<file path="src/rtl/multi_task_watchdog_table_unit_defines.svh">
// Assertion macros for the watchdog table unit.
// Used by the top level only; needs no other file.
`ifndef MULTI_TASK_WATCHDOG_TABLE_UNIT_DEFINES_SVH
`define MULTI_TASK_WATCHDOG_TABLE_UNIT_DEFINES_SVH

// Same-cycle implication, disabled during reset
`define MTWD_ASSERT_NOW(label, clk, rst, ante, cons, msg) \
   label: assert property (@(posedge clk) disable iff (rst) (ante) |-> (cons)) \
      else $error(msg);

// Next-cycle implication, disabled during reset
`define MTWD_ASSERT_NEXT(label, clk, rst, ante, cons, msg) \
   label: assert property (@(posedge clk) disable iff (rst) (ante) |=> (cons)) \
      else $error(msg);

`endif

</file>
<file path="src/rtl/mtwd_pkg.sv">
// Shared types and constants of the watchdog table unit.
// No dependencies; imported by every module of the block.
`default_nettype none

package mtwd_pkg;

   // Sizing
   localparam int MAX_TASKS    = 10;
   localparam int TICK_RATE_HZ = 1000;
   localparam int MS_PER_S     = 1000;
   localparam int MASK_BITS    = 10;
   localparam int IDX_W        = (MAX_TASKS > 1) ? $clog2(MAX_TASKS) : 1;
   localparam int CNT_W        = $clog2(MAX_TASKS + 1);
   localparam int ID_W         = 8;
   localparam int TIME_W       = 32;
   localparam int CMD_W        = 2;
   localparam int STAT_W       = 2;
   // elapsed * rate (32 x 10 bits) and (timeout + 1) * 1000 (33 x 10 bits)
   localparam int PROD_W       = 48;
   localparam int REQ_DATA_W   = 72;
   localparam int RSP_DATA_W   = 16;

   typedef enum logic [CMD_W-1:0] {
      CMD_CLEAR    = 2'd0,
      CMD_REGISTER = 2'd1,
      CMD_KICK     = 2'd2,
      CMD_CHECK    = 2'd3
   } cmd_type;

   typedef enum logic [STAT_W-1:0] {
      STAT_OK      = 2'd0,
      STAT_FAIL    = 2'd1,
      STAT_INVALID = 2'd2
   } status_type;

   typedef enum logic [1:0] {
      WR_NONE,
      WR_NEW,
      WR_KICK,
      WR_UNKICK
   } wr_op_type;

   typedef enum logic [1:0] {
      FSM_IDLE,
      FSM_SEARCH,
      FSM_CHECK,
      FSM_DONE
   } fsm_type;

   // Slot table write request
   typedef struct packed {
      wr_op_type          op;
      logic [IDX_W-1:0]   idx;
      logic [ID_W-1:0]    id;
      logic [TIME_W-1:0]  stamp;
      logic [TIME_W-1:0]  timeout;
   } slot_wr_type;

   // Slot table read data
   typedef struct packed {
      logic [ID_W-1:0]    id;
      logic               kicked;
      logic [TIME_W-1:0]  last_kick;
      logic [TIME_W-1:0]  timeout;
   } slot_rd_type;

   // Timeout unit issue
   typedef struct packed {
      logic               vld;
      logic [IDX_W-1:0]   idx;
      logic               kicked;
      logic [TIME_W-1:0]  last_kick;
      logic [TIME_W-1:0]  timeout;
   } chk_req_type;

   // Timeout unit verdict
   typedef struct packed {
      logic               vld;
      logic [IDX_W-1:0]   idx;
      logic               hit;
   } chk_rsp_type;

endpackage

`default_nettype wire

</file>
<file path="src/rtl/multi_task_watchdog_table_unit.sv">
// Watchdog table: clear, register, kick and check over up to MAX_TASKS slots.
// Clear and a rejected register go straight to the result hand-off state;
// register/kick search the used slots in turn; check walks the used slots
// and collects their verdicts. A next word can be taken in the cycle rsp_tvalid rises.
// A result unaccepted on rsp_tready holds the next one back in the hand-off state.
// Synchronous reset empties the table count and clears FSM and output valid.
`default_nettype none

module multi_task_watchdog_table_unit
   import mtwd_pkg::*;
(
   input  wire logic                   clock,
   input  wire logic                   reset,
   // Input words
   input  wire logic                   req_tvalid,
   output logic                        req_tready,
   // [7:0] client_id, [39:8] timeout, [71:40] now_ms
   input  wire logic [REQ_DATA_W-1:0]  req_tdata,
   // [1:0] cmd
   input  wire logic [CMD_W-1:0]       req_tuser,
   // Result words
   output logic                        rsp_tvalid,
   input  wire logic                   rsp_tready,
   // [1:0] status, [2] any_timeout, [12:3] timeout_mask, [15:13] zero
   output logic [RSP_DATA_W-1:0]       rsp_tdata
);

   fsm_type               state_ff, state_in;
   cmd_type               cmd_ff, cmd_in;
   logic [ID_W-1:0]       id_ff, id_in;
   logic [TIME_W-1:0]     tmo_ff, tmo_in;
   logic [TIME_W-1:0]     now_ff, now_in;
   logic [CNT_W-1:0]      idx_ff, idx_in;
   logic [CNT_W-1:0]      used_ff, used_in;
   status_type            status_ff, status_in;
   logic                  any_ff, any_in;
   logic [MASK_BITS-1:0]  mask_ff, mask_in;
   logic                  rsp_tvalid_ff, rsp_tvalid_in;
   logic [RSP_DATA_W-1:0] rsp_tdata_ff, rsp_tdata_in;

   slot_wr_type           slot_wr;
   slot_rd_type           slot_rd;
   chk_req_type           chk_req;
   chk_rsp_type           chk_rsp;

   logic                  req_fire;
   cmd_type               req_cmd;
   logic [ID_W-1:0]       req_id;
   logic [TIME_W-1:0]     req_tmo;
   logic [TIME_W-1:0]     req_now;

   // Input word fields
   assign req_cmd  = cmd_type'(req_tuser);
   assign req_id   = req_tdata[7:0];
   assign req_tmo  = req_tdata[39:8];
   assign req_now  = req_tdata[71:40];
   assign req_fire = req_tvalid && req_tready;

   mtwd_slot_table u_table (
      .clock  (clock),
      .wr     (slot_wr),
      .rd_idx (idx_ff[IDX_W-1:0]),
      .rd     (slot_rd)
   );

   mtwd_timeout_unit u_timeout (
      .clock   (clock),
      .reset   (reset),
      .now_ms  (now_ff),
      .chk_req (chk_req),
      .chk_rsp (chk_rsp)
   );

   // Sequencer: next state and datapath control
   always_comb begin
      state_in      = state_ff;
      cmd_in        = cmd_ff;
      id_in         = id_ff;
      tmo_in        = tmo_ff;
      now_in        = now_ff;
      idx_in        = idx_ff;
      used_in       = used_ff;
      status_in     = status_ff;
      any_in        = any_ff;
      mask_in       = mask_ff;
      rsp_tvalid_in = rsp_tvalid_ff && !rsp_tready;
      rsp_tdata_in  = rsp_tdata_ff;
      req_tready    = (state_ff == FSM_IDLE);

      slot_wr.op      = WR_NONE;
      slot_wr.idx     = idx_ff[IDX_W-1:0];
      slot_wr.id      = id_ff;
      slot_wr.stamp   = now_ff;
      slot_wr.timeout = tmo_ff;

      chk_req.vld       = 1'b0;
      chk_req.idx       = idx_ff[IDX_W-1:0];
      chk_req.kicked    = slot_rd.kicked;
      chk_req.last_kick = slot_rd.last_kick;
      chk_req.timeout   = slot_rd.timeout;

      case (state_ff)
         FSM_IDLE: begin
            if (req_fire) begin
               cmd_in    = req_cmd;
               id_in     = req_id;
               tmo_in    = req_tmo;
               now_in    = req_now;
               idx_in    = '0;
               any_in    = 1'b0;
               mask_in   = '0;
               status_in = STAT_OK;
               case (req_cmd)
                  CMD_CLEAR: begin
                     used_in  = '0;
                     state_in = FSM_DONE;
                  end
                  CMD_REGISTER: begin
                     if (req_id == '0 || req_tmo == '0) begin
                        status_in = STAT_INVALID;
                        state_in  = FSM_DONE;
                     end else if (used_ff == CNT_W'(MAX_TASKS)) begin
                        status_in = STAT_FAIL;
                        state_in  = FSM_DONE;
                     end else begin
                        state_in = FSM_SEARCH;
                     end
                  end
                  CMD_KICK: begin
                     state_in = FSM_SEARCH;
                  end
                  default: begin
                     state_in = FSM_CHECK;
                  end
               endcase
            end
         end

         // Id search, one slot per cycle
         FSM_SEARCH: begin
            if (idx_ff == used_ff) begin
               if (cmd_ff == CMD_REGISTER) begin
                  slot_wr.op  = WR_NEW;
                  slot_wr.idx = used_ff[IDX_W-1:0];
                  used_in     = used_ff + CNT_W'(1);
                  status_in   = STAT_OK;
               end else begin
                  status_in = STAT_FAIL;
               end
               state_in = FSM_DONE;
            end else if (slot_rd.id == id_ff) begin
               if (cmd_ff == CMD_REGISTER) begin
                  status_in = STAT_FAIL;
               end else begin
                  slot_wr.op = WR_KICK;
                  status_in  = STAT_OK;
               end
               state_in = FSM_DONE;
            end else begin
               idx_in = idx_ff + CNT_W'(1);
            end
         end

         // Timeout walk: issue one slot per cycle, collect verdicts
         FSM_CHECK: begin
            if (idx_ff != used_ff) begin
               chk_req.vld = 1'b1;
               slot_wr.op  = WR_UNKICK;
               idx_in      = idx_ff + CNT_W'(1);
            end else if (!chk_rsp.vld) begin
               state_in = FSM_DONE;
            end
            if (chk_rsp.vld && chk_rsp.hit) begin
               any_in = 1'b1;
               for (int b = 0; b < MASK_BITS; b++) begin
                  if (int'(chk_rsp.idx) == b) begin
                     mask_in[b] = 1'b1;
                  end
               end
            end
         end

         // Hand the result to the output register
         FSM_DONE: begin
            if (!rsp_tvalid_ff || rsp_tready) begin
               rsp_tvalid_in = 1'b1;
               rsp_tdata_in  = {{(RSP_DATA_W - MASK_BITS - 1 - STAT_W){1'b0}},
                                mask_ff, any_ff, status_ff};
               state_in      = FSM_IDLE;
            end
         end

         default: begin
            state_in = FSM_IDLE;
         end
      endcase
   end

   // Control registers
   always_ff @(posedge clock) begin
      if (reset) begin
         state_ff      <= FSM_IDLE;
         used_ff       <= '0;
         rsp_tvalid_ff <= 1'b0;
      end else begin
         state_ff      <= state_in;
         used_ff       <= used_in;
         rsp_tvalid_ff <= rsp_tvalid_in;
      end
   end

   // Payload registers
   always_ff @(posedge clock) begin
      cmd_ff       <= cmd_in;
      id_ff        <= id_in;
      tmo_ff       <= tmo_in;
      now_ff       <= now_in;
      idx_ff       <= idx_in;
      status_ff    <= status_in;
      any_ff       <= any_in;
      mask_ff      <= mask_in;
      rsp_tdata_ff <= rsp_tdata_in;
   end

   assign rsp_tvalid = rsp_tvalid_ff;
   assign rsp_tdata  = rsp_tdata_ff;

   // Checks
`include "multi_task_watchdog_table_unit_defines.svh"

   `MTWD_ASSERT_NOW(a_used_bound, clock, reset, 1'b1,
      used_ff <= CNT_W'(MAX_TASKS), "slot count above table size")
   `MTWD_ASSERT_NEXT(a_accept_leaves_idle, clock, reset, req_fire,
      state_ff != FSM_IDLE, "accepted word left sequencer idle")
   `MTWD_ASSERT_NOW(a_flags_only_on_check, clock, reset,
      state_ff == FSM_DONE && cmd_ff != CMD_CHECK,
      !any_ff && mask_ff == '0, "timeout flags on a non-check command")
   `MTWD_ASSERT_NOW(a_verdict_in_check, clock, reset, chk_rsp.vld,
      state_ff == FSM_CHECK, "timeout verdict outside the check walk")

endmodule

`default_nettype wire

</file>
<file path="src/rtl/mtwd_slot_table.sv">
// Slot register file: id, kicked mark, last kick time and timeout per slot.
// One write port, one read port. Depends on mtwd_pkg.
`default_nettype none

module mtwd_slot_table
   import mtwd_pkg::*;
(
   input  wire logic              clock,
   input  wire slot_wr_type       wr,
   input  wire logic [IDX_W-1:0]  rd_idx,
   output slot_rd_type            rd
);

   logic [ID_W-1:0]   id_ff     [MAX_TASKS];
   logic              kicked_ff [MAX_TASKS];
   logic [TIME_W-1:0] stamp_ff  [MAX_TASKS];
   logic [TIME_W-1:0] tmo_ff    [MAX_TASKS];

   // Write port: contents hold no reset value
   always_ff @(posedge clock) begin
      case (wr.op)
         WR_NEW: begin
            id_ff[wr.idx]     <= wr.id;
            kicked_ff[wr.idx] <= 1'b1;
            stamp_ff[wr.idx]  <= wr.stamp;
            tmo_ff[wr.idx]    <= wr.timeout;
         end
         WR_KICK: begin
            kicked_ff[wr.idx] <= 1'b1;
            stamp_ff[wr.idx]  <= wr.stamp;
         end
         WR_UNKICK: begin
            kicked_ff[wr.idx] <= 1'b0;
         end
         default: begin
         end
      endcase
   end

   // Read port
   assign rd.id        = id_ff[rd_idx];
   assign rd.kicked    = kicked_ff[rd_idx];
   assign rd.last_kick = stamp_ff[rd_idx];
   assign rd.timeout   = tmo_ff[rd_idx];

endmodule

`default_nettype wire

</file>
<file path="src/rtl/mtwd_timeout_unit.sv">
// Shared timeout unit: one slot per cycle, two stages.
// Stage 1 registers elapsed*rate and (timeout+1)*1000; stage 2 compares.
// Depends on mtwd_pkg.
`default_nettype none

module mtwd_timeout_unit
   import mtwd_pkg::*;
(
   input  wire logic               clock,
   input  wire logic               reset,
   input  wire logic [TIME_W-1:0]  now_ms,
   input  wire chk_req_type        chk_req,
   output chk_rsp_type             chk_rsp
);

   logic [TIME_W-1:0] elapsed;
   logic [TIME_W:0]   tmo_p1;
   logic [PROD_W-1:0] scaled_in, scaled_ff;
   logic [PROD_W-1:0] limit_in, limit_ff;
   logic              vld_ff;
   logic [IDX_W-1:0]  idx_ff;
   logic              kicked_ff;

   // ticks > timeout  <=>  elapsed*rate >= (timeout+1)*1000
   always_comb begin
      elapsed   = now_ms - chk_req.last_kick;
      tmo_p1    = {1'b0, chk_req.timeout} + {{TIME_W{1'b0}}, 1'b1};
      scaled_in = PROD_W'(elapsed) * PROD_W'(TICK_RATE_HZ);
      limit_in  = PROD_W'(tmo_p1) * PROD_W'(MS_PER_S);
   end

   // Valid pipe
   always_ff @(posedge clock) begin
      if (reset) begin
         vld_ff <= 1'b0;
      end else begin
         vld_ff <= chk_req.vld;
      end
   end

   // Product stage
   always_ff @(posedge clock) begin
      scaled_ff <= scaled_in;
      limit_ff  <= limit_in;
      idx_ff    <= chk_req.idx;
      kicked_ff <= chk_req.kicked;
   end

   // Compare stage
   assign chk_rsp.vld = vld_ff;
   assign chk_rsp.idx = idx_ff;
   assign chk_rsp.hit = !kicked_ff && (scaled_ff >= limit_ff);

endmodule

`default_nettype wire

</file>
<file path="config.mk">
export PLATFORM = sky130hd
export DESIGN_NAME = multi_task_watchdog_table_unit
export DESIGN_NICKNAME = d
export VERILOG_FILES = /design/src/rtl/mtwd_pkg.sv /design/src/rtl/multi_task_watchdog_table_unit.sv /design/src/rtl/mtwd_slot_table.sv /design/src/rtl/mtwd_timeout_unit.sv
export VERILOG_INCLUDE_DIRS = /design/src /design/src/rtl
export SDC_FILE = /design/constraint.sdc
export NUM_CORES = 2
export LEC_CHECK = 0
export BUFFER_PORTS_ARGS = -buffer_cell sky130_fd_sc_hd__buf_2
export CELL_PAD_IN_SITES_DETAIL_PLACEMENT = 0
export CELL_PAD_IN_SITES_GLOBAL_PLACEMENT = 1
export CORE_ASPECT_RATIO = 0.5
export CORE_MARGIN = 4
export CORE_UTILIZATION = 50
export CTS_CLUSTER_DIAMETER = 30
export DETAILED_ROUTE_END_ITERATION = 16
export GPL_ROUTABILITY_DRIVEN = 0
export GPL_TIMING_DRIVEN = 0
export HOLD_SLACK_MARGIN = 0.06
export PLACE_DENSITY_LB_ADDON = 0.2
export SYNTH_ARGS = -nofsm -noshare
export SYNTH_HDL_FRONTEND = slang
export SYNTH_SLANG_ARGS = --single-unit
export TNS_END_PERCENT = 30
</file>
<file path="constraint.sdc">
create_clock -name clock -period 15 [get_ports clock]
set_clock_uncertainty 0.15 [all_clocks]
set_input_delay 0.75 -clock clock [delete_from_list [all_inputs] [get_ports clock]]
set_output_delay 0.75 -clock clock [all_outputs]
set_load 0.01 [all_outputs]
</file>
# Yosys cells after proc, flatten, opt, wreduce, memory -nomap -nowiden
# Memories as Yosys holds them, arrays and structs flattened. A register that Yosys moved wholly into a read port is not among the register bits.
# Cells that the tools add are included.
dict set report totals {
  memories 4
  output_inout_bits 18
  wordCells 187
  mem_bits_rw 730
  ff_bits 195
  input_bits 78
}
dict set report op_classes {
  n_mux 68
  eq_ne 44
  mul 2
  magnitude_cmp 1
  n_bitwise 4
  n_reduce_logical 35
  add_sub_neg 4
}
# memory words word_bits read_ports rd_clocked_by_memory_dff wr line
set mem_list {}
lappend mem_list {u_table.stamp_ff 10 32 1 1 1 mtwd_slot_table.sv:16} ;# logic [TIME_W-1:0] stamp_ff [MAX_TASKS];
lappend mem_list {u_table.tmo_ff 10 32 1 1 1 mtwd_slot_table.sv:17} ;# logic [TIME_W-1:0] tmo_ff [MAX_TASKS];
lappend mem_list {u_table.id_ff 10 8 1 1 1 mtwd_slot_table.sv:14} ;# logic [ID_W-1:0] id_ff [MAX_TASKS];
lappend mem_list {u_table.kicked_ff 10 1 1 1 1 mtwd_slot_table.sv:15} ;# logic kicked_ff [MAX_TASKS];
# op count
set op_table {}
lappend op_table {{$mux 4} 13}
lappend op_table {{$ge 42x43->1} 1}
lappend op_table {{$mul 33x7->40 const B} 1}
lappend op_table {{$reduce_and 4->1} 10}
lappend op_table {{$mul 32x7->39 const B} 1}
lappend op_table {{$ne 2x2->1 const B} 19}
lappend op_table {{$mux 2} 17}
lappend op_table {{$add 32x1->33 const B} 1}
lappend op_table {{$logic_not 32->1} 1}
lappend op_table {{$mux 32} 1}
lappend op_table {{$sub 32x32->32} 1}
lappend op_table {{$eq 4x4->1 const B} 7}
lappend op_table {{$mux 1} 26}
lappend op_table {{$mux 10} 2}
lappend op_table {{$pmux 10 s2} 1}
lappend op_table {{$reduce_and 5->1} 3}
lappend op_table {{$pmux 4 s3} 1}
lappend op_table {{$eq 2x2->1 const B} 5}
lappend op_table {{$add 4x1->4 const B} 2}
lappend op_table {{$eq 2x1->1 const B} 4}
lappend op_table {{$eq 4x3->1 const B} 2}
lappend op_table {{$eq 8x8->1} 1}
lappend op_table {{$logic_not 8->1} 1}
lappend op_table {{$pmux 2 s2} 2}
lappend op_table {{other kinds (22)} 35}

# Depth between registers and ports, before layout
dict set report logic_depth {
  depth_word 10
  ltp_mapped 41
  mapped_depth_nobuf 33
}

# Modules after synthesis
# From an unflattened synthesis, not the netlist that was laid out.
dict set report unflattened {
  cells_unflattened 3608
  area_unflattened_um2 49399.9
}
# module cells_per_inst seq_area_each_um2 area_each_um2 n_inst
set by_module_without_submodules {}
lappend by_module_without_submodules {mtwd_slot_table 1531 21921.0 29027.8 1}
lappend by_module_without_submodules {mtwd_timeout_unit 1811 1701.6 16163.0 1}
lappend by_module_without_submodules {multi_task_watchdog_table_unit 266 3263.1 4209.0 1}

# Worst setup path after synthesis
# Ideal clock, no wire load.
dict set report synth_path {
  path_kind {reg-to-reg}
  startpoint {reg with a tool-made name}
  endpoint {reg u_timeout.scaled_ff[41]}
  path_buffers 10
  setup_slack_ns 5.579
  t_arrival_ns 9.199
  setup_time_ns 0.072
  t_required_ns 14.778
  period_less_slack_ns 9.421
  path_stages_with_launch 41
  path_cell_list {dfxtp_1 > buf_6 > buf_6 > buf_8 > buf_8 > buf_12 > buf_8 > buf_8 > buf_2 > buf_2 > mux4_2 > a211oi_1 > a21oi_1 > ha_1 > fa_1 > nor2b_1 > o21a_1 > o21ai_1 > [... 5 more ...] > inv_1 > maj3_1 > fa_1 > fa_1 > fa_1 > inv_1 > ha_1 > clkbuf_1 > a21o_1 > a211o_1 > a2111oi_0 > nor3_1 > a221o_1 > nand4_1 > a31oi_1 > a21o_1 > a21oi_1 > xnor2_1}
}
# element line
set synth_lines {}
lappend synth_lines {{end signal, assigned} mtwd_timeout_unit.sv:43} ;# scaled_ff <= scaled_in;
lappend synth_lines {{end, declared} mtwd_timeout_unit.sv:18} ;# logic [PROD_W-1:0] scaled_in, scaled_ff;

==> impl_results.md <==
* Outcome: finished, final reports clean
* Wirelength per Cell at between 20 and 25 um
* Tot GR Track Use at 0.212
* H-tree depth at 3
* Core ar. at 0.0955 mm2
* Largest net degree at the start of global routing at 40
* Clk sinks at 930
* Crit-path max FO at 10
* Final setup fails at 0
* Initial DRC count at between 1500 and 2000
* Fill cell count at 7504
* Final worst path period share at 0.817
* Crit path time final at 12.25 ns
* Fin nets at 4150
* Least-Margin Pin Slew at 1.25 ns
* Starting density of the core at 0.505
* CP Data Required Time at 15.44 ns
* Data arrival, critical path at 12.70 ns
* Clock tree buffer depth at 3
* Remaining antenna violation count after routing at 0
* Row count at 80
* Syn Inst Count at around 3300
* Post-layout util at 0.583
* Multi-input logic area at 0.0193 mm2
* CTS-repair resized insts at 0
* CP peak stage delay at 0.82 ns
* CTS clk-pin slew, worst paths at 0.07 ns
* Mapped Area at 0.0483 mm2
* CP Launch Type: flip-flop
* IO Count at 96
* Drt pass-1 iters at 5
* Final hold vios at 0
* Crit Path Class: reg2reg
* Fmax at 81.6 MHz
* DP HPWL at 74.4 mm
* Drt via density at 5.44
* Max-cap check violation count at 0
* Die width at around 450 um
* Worst setup EP type: flip-flop
* Slowest CP cell: a2111oi_0
* Worst skew pair latency at ~0.73 ns
* Area grow syn2layout at 15.4%
* Post-Route Setup TNS at 0 ns
* Layout cell share with drive strength beyond 1 at 0.166
* Root buffer cell: clkbuf_16
* Finished Cell Area at 0.0557 mm2
* Port bufs at 92
* Vias in the first global route at 27400
* Mean Syn Cell Area at 14.6 um2
* Die height at roughly 230 um
* Hold WC Path Type: in2reg
* Via count at about 27000
* Synth warn at 0
* Post-CTS setup repair buffer count at 0
* CP most frequent cell: fa_1
* Die area at 0.102 mm2
* GRT overflow at 0
* Post-synth ARST share at 0
* Register area share after synthesis at 0.559
* Main flop type after synthesis: edfxtp_1
* Post-synth EDFFs at 834
* RSZ-0062 raised after global routing: false
* FF+latch area at 0.0270 mm2
* Slew Viols, Final at 0
* Cell variety after synth at 92
* Worst rel slew slack at 0.155
* Total Wirelength at 107 mm
* CTS tree: yes
* #FFs+latches synth at 930
* Initial antenna violation count at 0
* Total CTS buffers at about 110
* Placed Area at between 0.05 and 0.06 mm2
* Hold_sp: req_tdata[24]
* Remaining DRCs at 0
* Diodes inserted at 0
* First-pass GRT wire length at 164 mm
* Flop-to-flop setup slack at 2.75 ns
[cells by family after synthesis]
logic type,Yosys count,synth area share
adders and majority gates,477,0.158
and+or+nand+nor,451,0.0468
DFF,930,0.559
muxes,297,0.0949
AOI/OAI and AO/OA,451,0.0623
xor gates and xnor gates,186,0.0344
buffers and inverters,510,0.0443
other,1,0.0000777
[registers in the layout, indices dropped and copies added, names as in the netlist, 4 cells and up, named ones only]
signal and count:
used_ff 4, id_ff 8, u_timeout.limit_ff 40, mask_ff 10
u_table.stamp_ff 320, rsp_tdata 13, u_table.tmo_ff 320, idx_ff 4
u_timeout.idx_ff 4, tmo_ff 32, u_table.kicked_ff 10, u_table.id_ff 80
u_timeout.scaled_ff 39, now_ff 32
[metrics by stage]
stage,setup slack [ns],std cells,hold WS [ns]
4_1_cts,2.74,4967,0.0638
5_1_grt,2.13,4967,0.0752
3_5_place_dp,2.85,4693,0.247
6_report,2.75,4967,0.120
3_3_place_gp,2.79,4668,0.245
2_1_floorplan,5.58,3305,0.222
[final cells by class]
type | instances | share of cell area
Buffer | 91 | 0.0102
Clock buffer | 117 | 0.0505
Clock inverter | 91 | 0.0215
Inverter | 419 | 0.0283
Multi-Input combinational cell | 1865 | 0.347
Sequential cell | 930 | 0.484
Tap cell | 1271 | 0.0286
Timing Repair Buffer | 183 | 0.0298
[worst paths after layout]
path                                                 to  depth (start not counted)
worst max-delay path            u_timeout.scaled_ff[41]                         38
worst min-delay path                         tmo_ff[16]                          1
worst max register to register  u_timeout.scaled_ff[41]                         38
worst min register to register      u_timeout.idx_ff[1]                          0
[cell usage in the layout, fill, tap and decap left out, drive strengths merged, types with 17 or more instances in the layout]
cell | Yosys | final
nor3 | 19 | 19
ha | 245 | 245
o31ai | 26 | 26
o21a | 17 | 17
dfxtp | 96 | 96
edfxtp | 834 | 834
nor2b | 38 | 38
mux4 | 120 | 120
nand2 | 134 | 134
and2 | 18 | 18
clkbuf | 45 | 162
nand2b | 24 | 24
dlygate4sd3 | 0 | 66
a211oi | 25 | 25
clkinv | 1 | 29
and3 | 17 | 17
xnor2 | 122 | 122
xor2 | 64 | 64
o21ai | 85 | 85
fa | 226 | 226
a21o | 66 | 66
buf | 46 | 163
nand4 | 26 | 26
bufinv | 0 | 17
nand3 | 21 | 21
mux2i | 103 | 103
clkinvlp | 0 | 22
a21oi | 125 | 125
mux2 | 74 | 74
inv | 418 | 442
nor2 | 109 | 109
[synth_stat cells (5+ instances only)]
cell type / n / share of area
buf_2: 20 / 0.0021
a22o_1: 12 / 0.0022
mux2_2: 70 / 0.016
or3_1: 6 / 0.00078
a211oi_1: 25 / 0.0039
xnor2_1: 120 / 0.022
nand2b_1: 23 / 0.0030
o21a_1: 17 / 0.0026
mux2i_1: 103 / 0.021
and2_1: 17 / 0.0022
a21boi_0: 5 / 0.00078
a21oi_1: 125 / 0.013
a2111oi_0: 5 / 0.00091
and3_1: 16 / 0.0021
buf_8: 6 / 0.0019
nand2_1: 131 / 0.010
edfxtp_1: 834 / 0.52
xor2_1: 62 / 0.011
nand4_1: 26 / 0.0034
o31ai_1: 15 / 0.0023
a21o_1: 66 / 0.010
o31ai_2: 10 / 0.0026
nor3_1: 17 / 0.0018
mux4_2: 116 / 0.054
o21ai_1: 5 / 0.00052
o22ai_1: 13 / 0.0017
dfxtp_1: 96 / 0.040
buf_6: 6 / 0.0014
clkbuf_1: 45 / 0.0035
inv_1: 416 / 0.032
nor4_1: 15 / 0.0019
nor2_1: 104 / 0.0081
maj3_1: 6 / 0.0012
ha_1: 245 / 0.064
nand3_1: 21 / 0.0022
nor2b_1: 38 / 0.0049
o21bai_1: 12 / 0.0019
a31o_2: 5 / 0.00091
buf_4: 6 / 0.00093
a31oi_1: 9 / 0.0012
or2_2: 8 / 0.0010
o211ai_1: 7 / 0.0011
o21ai_0: 80 / 0.0083
fa_1: 226 / 0.094
[layer usage]
metal,track usage,part of all wire
met2,0.337,0.46
met5,0,0
met1,0.313,0.47
met4,0.0506,0.019
met3,0.0328,0.045
[repair_timing]
action                                  CTS  global route
hold buffers                             66             0
endpoints found under the setup margin    0             0
hold endpoints to repair                 66             0
[critical path: cells and delay by family, from the launching register on]
kind	cells	cell delay [ns]
compound gates	13	3.40
xor+xnor	2	0.74
fa+ha+maj	7	2.90
buf+inv	9	3.15
flops	1	0.47
mux	1	0.43
simple gates	6	0.89
Power is not shown: default switching activity piles up to over one toggle a cycle in this logic, so the estimate is an artifact.
